**src/rtl/core/rmd_pkg.sv**
```systemverilog
`timescale 1ns / 1ps
// ----------------------------------------------------------------------------
// RIPEMD-160 package
// Beat types, round tables and the round function for the hash core.
// ----------------------------------------------------------------------------
package rmd_pkg;

  typedef struct packed {
    logic [7:0] msg_byte;
    logic       has_byte;
    logic       end_of_message;
  } in_beat_t;

  typedef struct packed {
    logic [31:0] digest_word;
    logic [2:0]  word_index;
    logic        last_word;
  } out_beat_t;

  typedef enum logic [2:0] {
    ST_COLLECT,
    ST_LOAD,
    ST_ROUND,
    ST_UPDATE,
    ST_PAD,
    ST_EMIT
  } state_e;

  localparam logic [31:0] IV0 = 32'h67452301;
  localparam logic [31:0] IV1 = 32'hefcdab89;
  localparam logic [31:0] IV2 = 32'h98badcfe;
  localparam logic [31:0] IV3 = 32'h10325476;
  localparam logic [31:0] IV4 = 32'hc3d2e1f0;
  localparam logic [7:0]  PadByte = 8'h80;
  localparam int unsigned LenPos = 56;

  function automatic logic [3:0] sel_l(input logic [6:0] i);
    logic [319:0] t;
    t = {4'd0,4'd1,4'd2,4'd3,4'd4,4'd5,4'd6,4'd7,4'd8,4'd9,4'd10,4'd11,4'd12,4'd13,4'd14,4'd15,
         4'd7,4'd4,4'd13,4'd1,4'd10,4'd6,4'd15,4'd3,4'd12,4'd0,4'd9,4'd5,4'd2,4'd14,4'd11,4'd8,
         4'd3,4'd10,4'd14,4'd4,4'd9,4'd15,4'd8,4'd1,4'd2,4'd7,4'd0,4'd6,4'd13,4'd11,4'd5,4'd12,
         4'd1,4'd9,4'd11,4'd10,4'd0,4'd8,4'd12,4'd4,4'd13,4'd3,4'd7,4'd15,4'd14,4'd5,4'd6,4'd2,
         4'd4,4'd0,4'd5,4'd9,4'd7,4'd12,4'd2,4'd10,4'd14,4'd1,4'd3,4'd8,4'd11,4'd6,4'd15,4'd13};
    return t[(7'd79 - i) * 4 +: 4];
  endfunction

  function automatic logic [3:0] sel_r(input logic [6:0] i);
    logic [319:0] t;
    t = {4'd5,4'd14,4'd7,4'd0,4'd9,4'd2,4'd11,4'd4,4'd13,4'd6,4'd15,4'd8,4'd1,4'd10,4'd3,4'd12,
         4'd6,4'd11,4'd3,4'd7,4'd0,4'd13,4'd5,4'd10,4'd14,4'd15,4'd8,4'd12,4'd4,4'd9,4'd1,4'd2,
         4'd15,4'd5,4'd1,4'd3,4'd7,4'd14,4'd6,4'd9,4'd11,4'd8,4'd12,4'd2,4'd10,4'd0,4'd4,4'd13,
         4'd8,4'd6,4'd4,4'd1,4'd3,4'd11,4'd15,4'd0,4'd5,4'd12,4'd2,4'd13,4'd9,4'd7,4'd10,4'd14,
         4'd12,4'd15,4'd10,4'd4,4'd1,4'd5,4'd8,4'd7,4'd6,4'd2,4'd13,4'd14,4'd0,4'd3,4'd9,4'd11};
    return t[(7'd79 - i) * 4 +: 4];
  endfunction

  function automatic logic [3:0] rot_l(input logic [6:0] i);
    logic [319:0] t;
    t = {4'd11,4'd14,4'd15,4'd12,4'd5,4'd8,4'd7,4'd9,4'd11,4'd13,4'd14,4'd15,4'd6,4'd7,4'd9,4'd8,
         4'd7,4'd6,4'd8,4'd13,4'd11,4'd9,4'd7,4'd15,4'd7,4'd12,4'd15,4'd9,4'd11,4'd7,4'd13,4'd12,
         4'd11,4'd13,4'd6,4'd7,4'd14,4'd9,4'd13,4'd15,4'd14,4'd8,4'd13,4'd6,4'd5,4'd12,4'd7,4'd5,
         4'd11,4'd12,4'd14,4'd15,4'd14,4'd15,4'd9,4'd8,4'd9,4'd14,4'd5,4'd6,4'd8,4'd6,4'd5,4'd12,
         4'd9,4'd15,4'd5,4'd11,4'd6,4'd8,4'd13,4'd12,4'd5,4'd12,4'd13,4'd14,4'd11,4'd8,4'd5,4'd6};
    return t[(7'd79 - i) * 4 +: 4];
  endfunction

  function automatic logic [3:0] rot_r(input logic [6:0] i);
    logic [319:0] t;
    t = {4'd8,4'd9,4'd9,4'd11,4'd13,4'd15,4'd15,4'd5,4'd7,4'd7,4'd8,4'd11,4'd14,4'd14,4'd12,4'd6,
         4'd9,4'd13,4'd15,4'd7,4'd12,4'd8,4'd9,4'd11,4'd7,4'd7,4'd12,4'd7,4'd6,4'd15,4'd13,4'd11,
         4'd9,4'd7,4'd15,4'd11,4'd8,4'd6,4'd6,4'd14,4'd12,4'd13,4'd5,4'd14,4'd13,4'd13,4'd7,4'd5,
         4'd15,4'd5,4'd8,4'd11,4'd14,4'd14,4'd6,4'd14,4'd6,4'd9,4'd12,4'd9,4'd12,4'd5,4'd15,4'd8,
         4'd8,4'd5,4'd12,4'd9,4'd12,4'd5,4'd14,4'd6,4'd8,4'd13,4'd6,4'd5,4'd15,4'd13,4'd11,4'd11};
    return t[(7'd79 - i) * 4 +: 4];
  endfunction

  function automatic logic [31:0] k_l(input logic [2:0] r);
    logic [31:0] k;
    unique case (r)
      3'd0: k = 32'h00000000;
      3'd1: k = 32'h5a827999;
      3'd2: k = 32'h6ed9eba1;
      3'd3: k = 32'h8f1bbcdc;
      default: k = 32'ha953fd4e;
    endcase
    return k;
  endfunction

  function automatic logic [31:0] k_r(input logic [2:0] r);
    logic [31:0] k;
    unique case (r)
      3'd0: k = 32'h50a28be6;
      3'd1: k = 32'h5c4dd124;
      3'd2: k = 32'h6d703ef3;
      3'd3: k = 32'h7a6d76e9;
      default: k = 32'h00000000;
    endcase
    return k;
  endfunction

  function automatic logic [31:0] boolfn(input logic [2:0] f, input logic [31:0] x,
                                         input logic [31:0] y, input logic [31:0] z);
    logic [31:0] v;
    unique case (f)
      3'd0: v = x ^ y ^ z;
      3'd1: v = (x & y) | (~x & z);
      3'd2: v = (x | ~y) ^ z;
      3'd3: v = (x & z) | (y & ~z);
      default: v = x ^ (y | ~z);
    endcase
    return v;
  endfunction

  function automatic logic [31:0] rotl(input logic [31:0] x, input logic [3:0] n);
    logic [63:0] d;
    d = {x, x} << n;
    return d[63:32];
  endfunction

endpackage

```
**src/rtl/core/rmd_round.sv**
```systemverilog
`timescale 1ns / 1ps
// ----------------------------------------------------------------------------
// RIPEMD-160 round unit
// One round of both lines; the shared step reused for all 80 rounds.
// ----------------------------------------------------------------------------
module rmd_round (
  input  logic [6:0]   rnd_i,
  input  logic [31:0]  wl_i,
  input  logic [31:0]  wr_i,
  input  logic [159:0] l_i,
  input  logic [159:0] r_i,
  output logic [159:0] l_o,
  output logic [159:0] r_o
);
  logic [2:0]  grp;
  logic [31:0] la, lb, lc, ld, le, ra, rb, rc, rd, re, tl, tr;

  assign grp = 3'(rnd_i >> 4);
  assign {la, lb, lc, ld, le} = l_i;
  assign {ra, rb, rc, rd, re} = r_i;

  always_comb begin
    tl = la + rmd_pkg::boolfn(grp, lb, lc, ld) + wl_i + rmd_pkg::k_l(grp);
    tl = rmd_pkg::rotl(tl, rmd_pkg::rot_l(rnd_i)) + le;
    tr = ra + rmd_pkg::boolfn(3'd4 - grp, rb, rc, rd) + wr_i + rmd_pkg::k_r(grp);
    tr = rmd_pkg::rotl(tr, rmd_pkg::rot_r(rnd_i)) + re;
  end

  // Shift the line: A<=E, B<=T, C<=B, D<=rol10(C), E<=D.
  assign l_o = {le, tl, lb, rmd_pkg::rotl(lc, 4'd10), ld};
  assign r_o = {re, tr, rb, rmd_pkg::rotl(rc, 4'd10), rd};
endmodule

```
**src/rtl/core/ripemd160_hash.sv**
```systemverilog
`timescale 1ns / 1ps
// ----------------------------------------------------------------------------
// RIPEMD-160 hash core
// Byte-serial message input, five-word digest output per message.
// ----------------------------------------------------------------------------
// Channel  Dir  Handshake                  Payload
// in       in   in_valid_i / in_stall_o    rmd_pkg::in_beat_t
// out      out  out_valid_o / out_stall_i  rmd_pkg::out_beat_t
//
// Each accepted data byte is written to the block store; the 64th byte of a
// block starts a compression (load, 80 rounds on the shared round unit, chaining
// update). End of message: each padding block is written one byte a cycle from
// the fill position up to byte 63 and then compressed; a marker at byte 56 or
// later needs a second block. Five digest beats follow, one a cycle unless the
// output stalls; in_stall_o stays high meanwhile.
// Reset sets the chaining words to the initial vector and clears the counts.
// Output stall holds the current digest beat; the sequencer waits on it.
// ----------------------------------------------------------------------------
module ripemd160_hash (
  input  logic                clk_i,
  input  logic                rst_ni,
  input  logic                in_valid_i,
  output logic                in_stall_o,
  input  rmd_pkg::in_beat_t   in_data_i,
  output logic                out_valid_o,
  input  logic                out_stall_i,
  output rmd_pkg::out_beat_t  out_data_o
);
  rmd_pkg::state_e state_q, state_d;

  logic [159:0] chain_q, chain_d;
  logic [159:0] l_q, r_q, l_nx, r_nx;
  logic [6:0]   rnd_q, rnd_d;
  logic [5:0]   fill_q, fill_d;
  logic [63:0]  len_q, len_d;
  logic         fin_q, fin_d;     // end of message pending
  logic         mark_q, mark_d;   // pad marker still to be written
  logic         lenb_q, lenb_d;   // padding block carries the length
  logic [2:0]   widx_q, widx_d;
  logic         acc;

  // Block store: sixteen little-endian words, written a byte at a time.
  logic [3:0][7:0] mem [16];
  logic         wr_en;
  logic [5:0]   wr_addr;
  logic [7:0]   wr_data;
  logic [31:0]  wl_q, wr_q;
  logic [3:0]   rl_a, rr_a;
  logic [6:0]   rnd_rd;

  assign acc = in_valid_i && !in_stall_o;

  // Fetch words one round ahead so read data is registered.
  assign rnd_rd = (state_q == rmd_pkg::ST_LOAD) ? 7'd0 : rnd_q + 7'd1;
  assign rl_a = rmd_pkg::sel_l(rnd_rd);
  assign rr_a = rmd_pkg::sel_r(rnd_rd);

  always_ff @(posedge clk_i) begin
    if (wr_en) begin
      mem[wr_addr[5:2]][wr_addr[1:0]] <= wr_data;
    end
    wl_q <= mem[rl_a];
    wr_q <= mem[rr_a];
  end

  rmd_round u_round (
    .rnd_i (rnd_q),
    .wl_i  (wl_q),
    .wr_i  (wr_q),
    .l_i   (l_q),
    .r_i   (r_q),
    .l_o   (l_nx),
    .r_o   (r_nx)
  );

  // Next state.
  always_comb begin
    state_d = state_q;
    unique case (state_q)
      rmd_pkg::ST_COLLECT: begin
        if (acc) begin
          if (in_data_i.has_byte && fill_q == 6'd63) state_d = rmd_pkg::ST_LOAD;
          else if (in_data_i.end_of_message) state_d = rmd_pkg::ST_PAD;
        end
      end
      rmd_pkg::ST_LOAD:   state_d = rmd_pkg::ST_ROUND;
      rmd_pkg::ST_ROUND:  if (rnd_q == 7'd79) state_d = rmd_pkg::ST_UPDATE;
      rmd_pkg::ST_UPDATE: begin
        if (!fin_q) state_d = rmd_pkg::ST_COLLECT;
        else if (lenb_q) state_d = rmd_pkg::ST_EMIT;
        else state_d = rmd_pkg::ST_PAD;
      end
      rmd_pkg::ST_PAD:    if (fill_q == 6'd63) state_d = rmd_pkg::ST_LOAD;
      rmd_pkg::ST_EMIT:   if (!out_stall_i && widx_q == 3'd4) state_d = rmd_pkg::ST_COLLECT;
      default:            state_d = rmd_pkg::ST_COLLECT;
    endcase
  end

  // Datapath and outputs.
  always_comb begin
    chain_d = chain_q;
    rnd_d   = rnd_q;
    fill_d  = fill_q;
    len_d   = len_q;
    fin_d   = fin_q;
    mark_d  = mark_q;
    lenb_d  = lenb_q;
    widx_d  = widx_q;
    wr_en   = 1'b0;
    wr_addr = fill_q;
    wr_data = in_data_i.msg_byte;
    unique case (state_q)
      rmd_pkg::ST_COLLECT: begin
        if (acc) begin
          fin_d  = in_data_i.end_of_message;
          mark_d = in_data_i.end_of_message;
          lenb_d = 1'b0;
          if (in_data_i.has_byte) begin
            wr_en  = 1'b1;
            fill_d = fill_q + 6'd1;
            len_d  = len_q + 64'd8;
          end
        end
      end
      rmd_pkg::ST_PAD: begin
        // Marker first, then zeros, then the length in the last eight bytes.
        wr_en = 1'b1;
        if (mark_q) begin
          wr_data = rmd_pkg::PadByte;
          mark_d  = 1'b0;
          // Marker past the length slot: the next block takes the length.
          lenb_d  = (fill_q < 6'(rmd_pkg::LenPos));
        end else if (lenb_q && fill_q >= 6'(rmd_pkg::LenPos)) begin
          wr_data = 8'(len_q >> {fill_q[2:0], 3'b000});
        end else begin
          wr_data = 8'h00;
        end
        fill_d = fill_q + 6'd1;
      end
      rmd_pkg::ST_LOAD:  rnd_d = 7'd0;
      rmd_pkg::ST_ROUND: rnd_d = rnd_q + 7'd1;
      rmd_pkg::ST_UPDATE: begin
        chain_d = {chain_q[127:96] + l_q[95:64]  + r_q[63:32],
                   chain_q[95:64]  + l_q[63:32]  + r_q[31:0],
                   chain_q[63:32]  + l_q[31:0]   + r_q[159:128],
                   chain_q[31:0]   + l_q[159:128] + r_q[127:96],
                   chain_q[159:128] + l_q[127:96] + r_q[95:64]};
        widx_d = 3'd0;
        if (fin_q && !lenb_q && !mark_q) lenb_d = 1'b1;
      end
      rmd_pkg::ST_EMIT: begin
        if (!out_stall_i) begin
          widx_d = widx_q + 3'd1;
          if (widx_q == 3'd4) begin
            chain_d = {rmd_pkg::IV0, rmd_pkg::IV1, rmd_pkg::IV2, rmd_pkg::IV3, rmd_pkg::IV4};
            len_d   = 64'd0;
            fin_d   = 1'b0;
            lenb_d  = 1'b0;
            fill_d  = 6'd0;
          end
        end
      end
      default: ;
    endcase
  end

  always_ff @(posedge clk_i or negedge rst_ni) begin
    if (!rst_ni) begin
      state_q  <= rmd_pkg::ST_COLLECT;
      chain_q  <= {rmd_pkg::IV0, rmd_pkg::IV1, rmd_pkg::IV2, rmd_pkg::IV3, rmd_pkg::IV4};
      rnd_q    <= 7'd0;
      fill_q   <= 6'd0;
      len_q    <= 64'd0;
      fin_q    <= 1'b0;
      mark_q   <= 1'b0;
      lenb_q   <= 1'b0;
      widx_q   <= 3'd0;
    end else begin
      state_q  <= state_d;
      chain_q  <= chain_d;
      rnd_q    <= rnd_d;
      fill_q   <= fill_d;
      len_q    <= len_d;
      fin_q    <= fin_d;
      mark_q   <= mark_d;
      lenb_q   <= lenb_d;
      widx_q   <= widx_d;
    end
  end

  // Working lines load from the chaining words, then advance one round a cycle.
  always_ff @(posedge clk_i) begin
    if (state_q == rmd_pkg::ST_LOAD) begin
      l_q <= chain_q;
      r_q <= chain_q;
    end else if (state_q == rmd_pkg::ST_ROUND) begin
      l_q <= l_nx;
      r_q <= r_nx;
    end
  end

  assign in_stall_o  = (state_q != rmd_pkg::ST_COLLECT);
  assign out_valid_o = (state_q == rmd_pkg::ST_EMIT);
  assign out_data_o.digest_word = chain_q[(3'd4 - widx_q) * 32 +: 32];
  assign out_data_o.word_index  = widx_q;
  assign out_data_o.last_word   = (widx_q == 3'd4);
endmodule

```
**config.mk**
```make
export PLATFORM = sky130hd
export DESIGN_NAME = ripemd160_hash
export DESIGN_NICKNAME = d
export VERILOG_FILES = /design/src/rtl/core/rmd_pkg.sv /design/src/rtl/core/rmd_round.sv /design/src/rtl/core/ripemd160_hash.sv
export SDC_FILE = /design/constraint.sdc
export NUM_CORES = 2
export LEC_CHECK = 0
export BUFFER_PORTS_ARGS = -buffer_cell sky130_fd_sc_hd__buf_2
export CAP_MARGIN = 20
export CORE_AREA = 4 4 409 411
export DETAILED_ROUTE_END_ITERATION = 8
export DIE_AREA = 0 0 413 415
export GPL_TIMING_DRIVEN = 1
export PLACE_DENSITY_LB_ADDON = 0.25
export REMOVE_ABC_BUFFERS = 1
export SLEW_MARGIN = 20
export SYNTH_ARGS = -nofsm -noshare
export SYNTH_HDL_FRONTEND = slang
export SYNTH_SLANG_ARGS = --single-unit
```
**constraint.sdc**
```tcl
create_clock -name clk_i -period 14.7 [get_ports clk_i]
set_clock_uncertainty 0.2 [all_clocks]
set_input_delay 2.205 -clock clk_i [delete_from_list [all_inputs] [get_ports clk_i]]
set_output_delay 2.205 -clock clk_i [all_outputs]
set_load 0.05 [all_outputs]
```
## Word level (Yosys, flattened, before mapping)

Memories as Yosys holds them, arrays and structs flattened. A register that Yosys moved wholly into a read port is not among the register bits.
Cells that the tools add are included.

- Bits in writable memories: 512
- Register bits after elaboration: 566
- Memories: 1
- Logic and storage cells: 186
- Output and inout bits: 38

Memories:

| name | depth | bits a word | rd ports | clocked after memory_dff | write ports | RTL line | RTL |
|---|---|---|---|---|---|---|---|
| mem | 16 | 32 | 2 | 2 | 1 | ripemd160_hash.sv:43 | `logic [3:0][7:0] mem [16];` |

- Reductions and logical operators: 29
- Shift-type cells: 8
- Muxes and demuxes: 53
- Bitwise gates (word level): 30
- $add $sub $neg: 26
- Order comparisons: 4
- Eq/ne operators: 24

Operator list:

| kind | number |
|---|---|
| 320-bit by 33-bit variable part select with 4-bit output (first input constant) | 4 |
| 160-bit 2-to-1 mux | 6 |
| 32-bit adder | 17 |
| 32-bit one-hot mux with 4 select lines | 3 |
| 160-bit one-hot mux with 2 select lines | 1 |
| 32-bit bitwise AND | 8 |
| 64-bit 2-to-1 mux | 4 |
| 32-bit bitwise OR | 8 |
| 32-bit bitwise XOR | 8 |
| 32-bit NOT | 6 |
| 160-bit by 33-bit variable part select with 32-bit output | 1 |
| 64-bit one-hot mux with 2 select lines | 1 |
| 64-bit by 4-bit left shift with 64-bit output | 2 |
| 31-bit one-hot mux with 4 select lines | 1 |
| 64-bit by 4-bit adder with 64-bit output (second input constant) | 1 |
| 64-bit by 6-bit right shift with 8-bit output | 1 |
| 32-bit by 31-bit adder with 32-bit output | 1 |
| 32-bit 2-to-1 mux | 1 |
| 8-bit 2-to-1 mux | 4 |
| 3-bit 2-to-1 mux | 8 |
| 6-bit 2-to-1 mux | 4 |
| 3-bit by 2-bit equality test with 1-bit output (second input constant) | 6 |
| 3-bit one-hot mux with 6 select lines | 1 |
| 6-bit one-hot mux with 3 select lines | 1 |
| other kinds (35) | 76 |

## Longest topological paths before layout

- Depth in word-level cells: 11
- Depth in mapped cells: 42
- Gate-level depth less buffers: 38

## Modules after synthesis

From an unflattened synthesis, not the netlist that was laid out.

- Cells, all modules: 8,238
- Area total of the unflattened synthesis: 84,766.3 sq um

Modules (own cells, without submodules):

| module | sequential area each (sq um) | cells an instance | times used | area an instance (sq um) |
|---|---|---|---|---|
| ripemd160_hash | 32,446.1 | 5,205 | 1 | 62,854.0 |
| rmd_round | 0.0 | 3,033 | 1 | 21,912.3 |

## Worst setup path after synthesis

OpenSTA, ideal clock, no wires.

- Path type: reg2reg
- Start: register rnd_q[4]
- End: register l_q[126] (data pin)
- Arrival time: 8,984 ps
- Setup slack: 5,253 ps
- Required time: 14,237 ps
- Clock period less this slack: 9,447 ps
- Cell stages (with the launch flop): 43
- Buffers on the path: 4
- Path through: dfrtp_1 > inv_1 > clkbuf_1 > ha_1 > nor2b_1 > clkbuf_1 > clkbuf_1 > mux2i_1 > xor2_1 > a222oi_1 > nand2_1 > o21ai_0 > fa_1 > inv_1 > ha_1 > ha_1 > clkbuf_1 > a2111oi_0 > [... 7 more ...] > mux2i_1 > nand2_1 > o21ai_0 > mux2_2 > ha_1 > fa_1 > a21o_1 > a21oi_1 > o21ba_2 > o21ai_0 > o221ai_1 > o31ai_1 > o31a_1 > a41o_1 > or4_1 > a31oi_1 > xor2_1 > o21ai_1

- Cells in the longest elaborated chain, start to end: 9
- Elaborated cells between the ends (all ways): 15

RTL lines:

| what | RTL line | RTL |
|---|---|---|
| start: declaration | ripemd160_hash.sv:33 | `logic [6:0] rnd_q, rnd_d;` |
| start signal: assignment | ripemd160_hash.sv:181 | `rnd_q <= rnd_d;` |
| 3-bit by 2-bit equality test with 1-bit output, or another cell as far along | rmd_pkg.sv:79, rmd_pkg.sv:104 |  |
| 32-bit one-hot mux with 4 select lines | rmd_pkg.sv:104 | `unique case (f)` |
| 32-bit adder (3 in series) | rmd_round.sv:23 | `tl = la + rmd_pkg::boolfn(grp, lb, lc, ld) + wl_i + rmd_pkg::k_l(grp);` |
| 64-bit by 4-bit left shift with 64-bit output * | rmd_pkg.sv:116 | `d = {x, x} << n;` |
| 32-bit adder * | rmd_round.sv:24 | `tl = rmd_pkg::rotl(tl, rmd_pkg::rot_l(rnd_i)) + le;` |
| 160-bit 2-to-1 mux * | ripemd160_hash.sv:196 | `end else if (state_q == rmd_pkg::ST_ROUND) begin` |
| 160-bit 2-to-1 mux * | ripemd160_hash.sv:193 | `if (state_q == rmd_pkg::ST_LOAD) begin` |
| end signal: assignment | ripemd160_hash.sv:194 | `l_q <= chain_q;` |
| end signal: assignment | ripemd160_hash.sv:197 | `l_q <= l_nx;` |
| end: declaration | ripemd160_hash.sv:32 | `logic [159:0] l_q, r_q, l_nx, r_nx;` |

Every way passes the cells marked *; elsewhere a longest branch is shown, timed or not. The select of a mux whose other input is x is not followed.
A chain may end at the register's enable or synchronous reset.

## Worst setup path after layout

- Start: register rnd_q[4]
- End: register r_q[126] (data pin)

- Cells in the longest elaborated chain, start to end: 10
- Elaborated cells between the ends (all ways): 20

RTL lines:

| what | RTL line | RTL |
|---|---|---|
| 3-bit subtractor | rmd_round.sv:25 | `tr = ra + rmd_pkg::boolfn(3'd4 - grp, rb, rc, rd) + wr_i + rmd_pkg::k_r(grp);` |
| 3-bit by 2-bit equality test with 1-bit output, or another cell as far along | rmd_pkg.sv:104 |  |
| 32-bit one-hot mux with 4 select lines | rmd_pkg.sv:104 |  |
| 32-bit adder (2 in series) | rmd_round.sv:25 |  |
| 32-bit by 31-bit adder with 32-bit output | rmd_round.sv:25 |  |
| 64-bit by 4-bit left shift with 64-bit output * | rmd_pkg.sv:116 |  |
| 32-bit adder * | rmd_round.sv:26 | `tr = rmd_pkg::rotl(tr, rmd_pkg::rot_r(rnd_i)) + re;` |
| 160-bit 2-to-1 mux * | ripemd160_hash.sv:196 |  |
| 160-bit 2-to-1 mux * | ripemd160_hash.sv:193 |  |
| end signal: assignment | ripemd160_hash.sv:195 | `r_q <= chain_q;` |
| end signal: assignment | ripemd160_hash.sv:198 | `r_q <= r_nx;` |
| end: declaration | ripemd160_hash.sv:32 |  |

Marked as above.

==> impl_metrics.json <==
{
  "post_dp_cell_area_um2": 83910,
  "timing.critical_path.from": "rnd_q[4]",
  "setup_viol": 0,
  "synth_cells": 8389,
  "rsz0062_at_grt": "no",
  "fin_crit_sh_pct": 81.50,
  "synth_area_per_cell_um2": 9.727,
  "start_util_pct": 49.74,
  "finalWirelength_mm": 318.6,
  "yosysWarnings": 0,
  "cts.path.max_buffers": 3,
  "port-buffer-count": 51,
  "drive_gt1_share_pct": 7.928,
  "drv_slew": 0,
  "endpoint": "r_q[126]",
  "die-area_um2": 171400,
  "cp.depth": 39,
  "worstSetupStartpointType": "flip-flop",
  "cts_buffers": 133,
  "syn_area_um2": 81600,
  "postRouteAntennaNets": 0,
  "synth_edf_count": 832,
  "synth_top_area_share_pct": 30.62,
  "worstSetupEndpointType": "flip-flop",
  "grt_antenna_before_repair": 10,
  "cpPeakStageDelay_ps": 940,
  "gp_congestion": 1.089,
  "post_cts_buffers": 0,
  "cts_hold_buf": 0,
  "status": "completed",
  "synthTopCellsByArea": "edfxtp_1, mux2i_1, fa_1",
  "hold_viol": 0,
  "r2r_cells": 39,
  "grt-ovfl-total": 0,
  "reg2reg_from": "rnd_q[4]",
  "min_period_ps": 11980,
  "vias_per_cell": 6.483,
  "worstMarginPinSlew_ps": 1219,
  "min_path_type": "reg -> reg",
  "layout.nets": 8909,
  "cts-resized-gates": 0,
  "yosysTopAreaCell": "edfxtp_1",
  "cts.clk_slew.worst_paths_ps": 60,
  "cts-htree-levels": 4,
  "max_freq_ghz": 0.08347,
  "grt_pass1_wl_mm": 455.2,
  "cap_violations": 0,
  "synthToLayoutAreaGrowth_pct": 8.110,
  "synth-main-ff-cell": "edfxtp_1",
  "coreArea_um2": 164100,
  "chipHeight_um": 415,
  "cpMaxStageDelayCell": "a2111oi_1",
  "fin_area_um2": 88210,
  "io_pins": 52,
  "tritoncts": "done",
  "wl_per_cell_um": 30.17,
  "grt_usage_pct": 36.40,
  "clkLatencyLatePin_ps": 830,
  "drc": 0,
  "yosysSeqAreaShare_pct": 39.76,
  "rrSetupSlack_ps": 2720,
  "cp_top_family": "compound AO/OA/AOI/OAI gates",
  "timing.rr.end": "r_q[126]",
  "num_vias": 68470,
  "grt_pass1_vias": 65757,
  "die_w_um": 413,
  "ys_ff_latch": 1139,
  "cts-root-buf": "clkbuf_16",
  "dr.pass1.iters": 6,
  "drtIter0Drc": 9041,
  "numClockSinks": 1139,
  "cp_max_fo": 36,
  "hpwl_mm": 237.6,
  "path_buf_inv": 4,
  "synth_cell_types": 108,
  "async_flop_share_pct": 21.33,
  "grt_max_degree": 158,
  "slew_headroom_pct": 18.26,
  "crit_type": "reg -> reg",
  "crit_arrival_ps": 12300,
  "rows": 149,
  "worstPathRequired_ps": 15020
}
[cells by family after synthesis]
group / synth area share [%]
XOR/XNOR: 5.109
multiplexers: 10.03
buffers and inverters: 4.188
adder cells (fa/ha/maj): 12.44
flip-flops: 39.76
AND/OR/NAND/NOR: 14.76
AO/OA/AOI/OAI: 13.71
[layout by cell type (no fill, tap or decap), types with 103 or more instances in the layout]
cell	count
inv_1	371
a21oi_1	426
dfrtp_1	161
nand2_1	1473
mux2i_1	643
a21o_1	103
edfxtp_1	832
a31oi_1	113
and3_1	105
ha_1	356
fa_1	284
xor2_1	227
xnor2_1	239
nand3_1	256
nor2_1	480
clkbuf_16	136
o22ai_1	131
o21ai_0	528
buf_4	121
[through the flow]
stage          setup TNS [ps]  hold WS (ps)  cells  setup WS, ps  utilization [%]
3_5_place_dp                0         330.7  10306          3004            51.15
6_report                    0         336.9  10561          2719            53.77
4_1_cts                     0         340.0  10550          2934            53.74
2_1_floorplan         -365930         300.2   7943         -9583                -
5_1_grt                     0         349.2  10552          2155            53.76
3_3_place_gp                0         322.0  10306          3158            51.15
[state kept, by name, indices dropped and copies added, names as in the netlist]
register  count
state_q       3
wr_q         32
wl_q         32
mark_q        1
widx_q        3
fill_q        6
rnd_q         7
fin_q         1
r_q         160
mem         512
len_q        61
lenb_q        1
chain_q     160
l_q         160
[synth_stat cells, types with 12 or more instances]
| master | instances |
|---|---|
| o211ai_1 | 28 |
| xor2_1 | 227 |
| o21bai_1 | 43 |
| a21oi_1 | 427 |
| nand2b_1 | 41 |
| a221o_1 | 22 |
| a21o_1 | 104 |
| dfrtp_1 | 163 |
| nand4_1 | 61 |
| a22oi_1 | 39 |
| buf_2 | 105 |
| o21ai_0 | 534 |
| o311ai_0 | 14 |
| nor2_1 | 488 |
| ha_1 | 357 |
| dfxtp_1 | 64 |
| xnor2_1 | 239 |
| a31oi_1 | 114 |
| fa_1 | 284 |
| nand2_1 | 1479 |
| inv_1 | 373 |
| buf_1 | 26 |
| or2_2 | 12 |
| or3_1 | 31 |
| edfxtp_1 | 832 |
| clkbuf_1 | 263 |
| buf_4 | 49 |
| and2_1 | 23 |
| mux2_2 | 61 |
| nand3_1 | 257 |
| nor3_1 | 102 |
| mux2i_1 | 643 |
| o22ai_1 | 131 |
| o21a_1 | 50 |
| a221oi_1 | 25 |
| nor2b_1 | 103 |
| o31ai_1 | 31 |
| a211oi_1 | 43 |
| and3_1 | 106 |
| o21ai_1 | 21 |
| mux4_2 | 47 |
| dfstp_2 | 80 |
| a222oi_1 | 31 |
[metal layers]
metal / track usage, % / up-vias / share of wire, %
li1: - / 29809 / -
met1: 46.05 / 33783 / 37
met2: 56.14 / 3954 / 45
met3: 7.177 / 920 / 9.4
met4: 25.28 / 4 / 8.6
met5: 0 / - / 0.0085
[layout make-up]
| type | count | area, µm² |
|---|---|---|
| fill | 14532 | 75840 |
| sequential | 1139 | 32450 |
| clock inverter | 79 | 709.4 |
| tap | 2189 | 2739 |
| multi-input combinational | 6426 | 46070 |
| timing repair buffer | 176 | 1254 |
| inverter | 378 | 1426 |
| clock buffer | 165 | 3542 |
| antenna | 9 | 22.52 |
[worst min-delay path by stage]
stage,slack (ps),start,endpoint,depth (start not counted)
2_1_floorplan,300,chain_q[127],chain_q[127],2
3_3_place_gp,320,chain_q[127],chain_q[127],2
3_5_place_dp,330,chain_q[120],chain_q[120],2
4_1_cts,340,chain_q[127],chain_q[127],2
5_1_grt,350,chain_q[127],chain_q[127],2
6_report,340,chain_q[127],chain_q[127],2
[tightest hold or removal path, cell delays in order (launching register included)]
cell     delay, ps
dfstp_2        390
nor2_1         100
a21oi_1         50
Power is left out: the tool's default activity adds up to more than one toggle a clock period on the data nets, which glitch-free logic cannot reach.
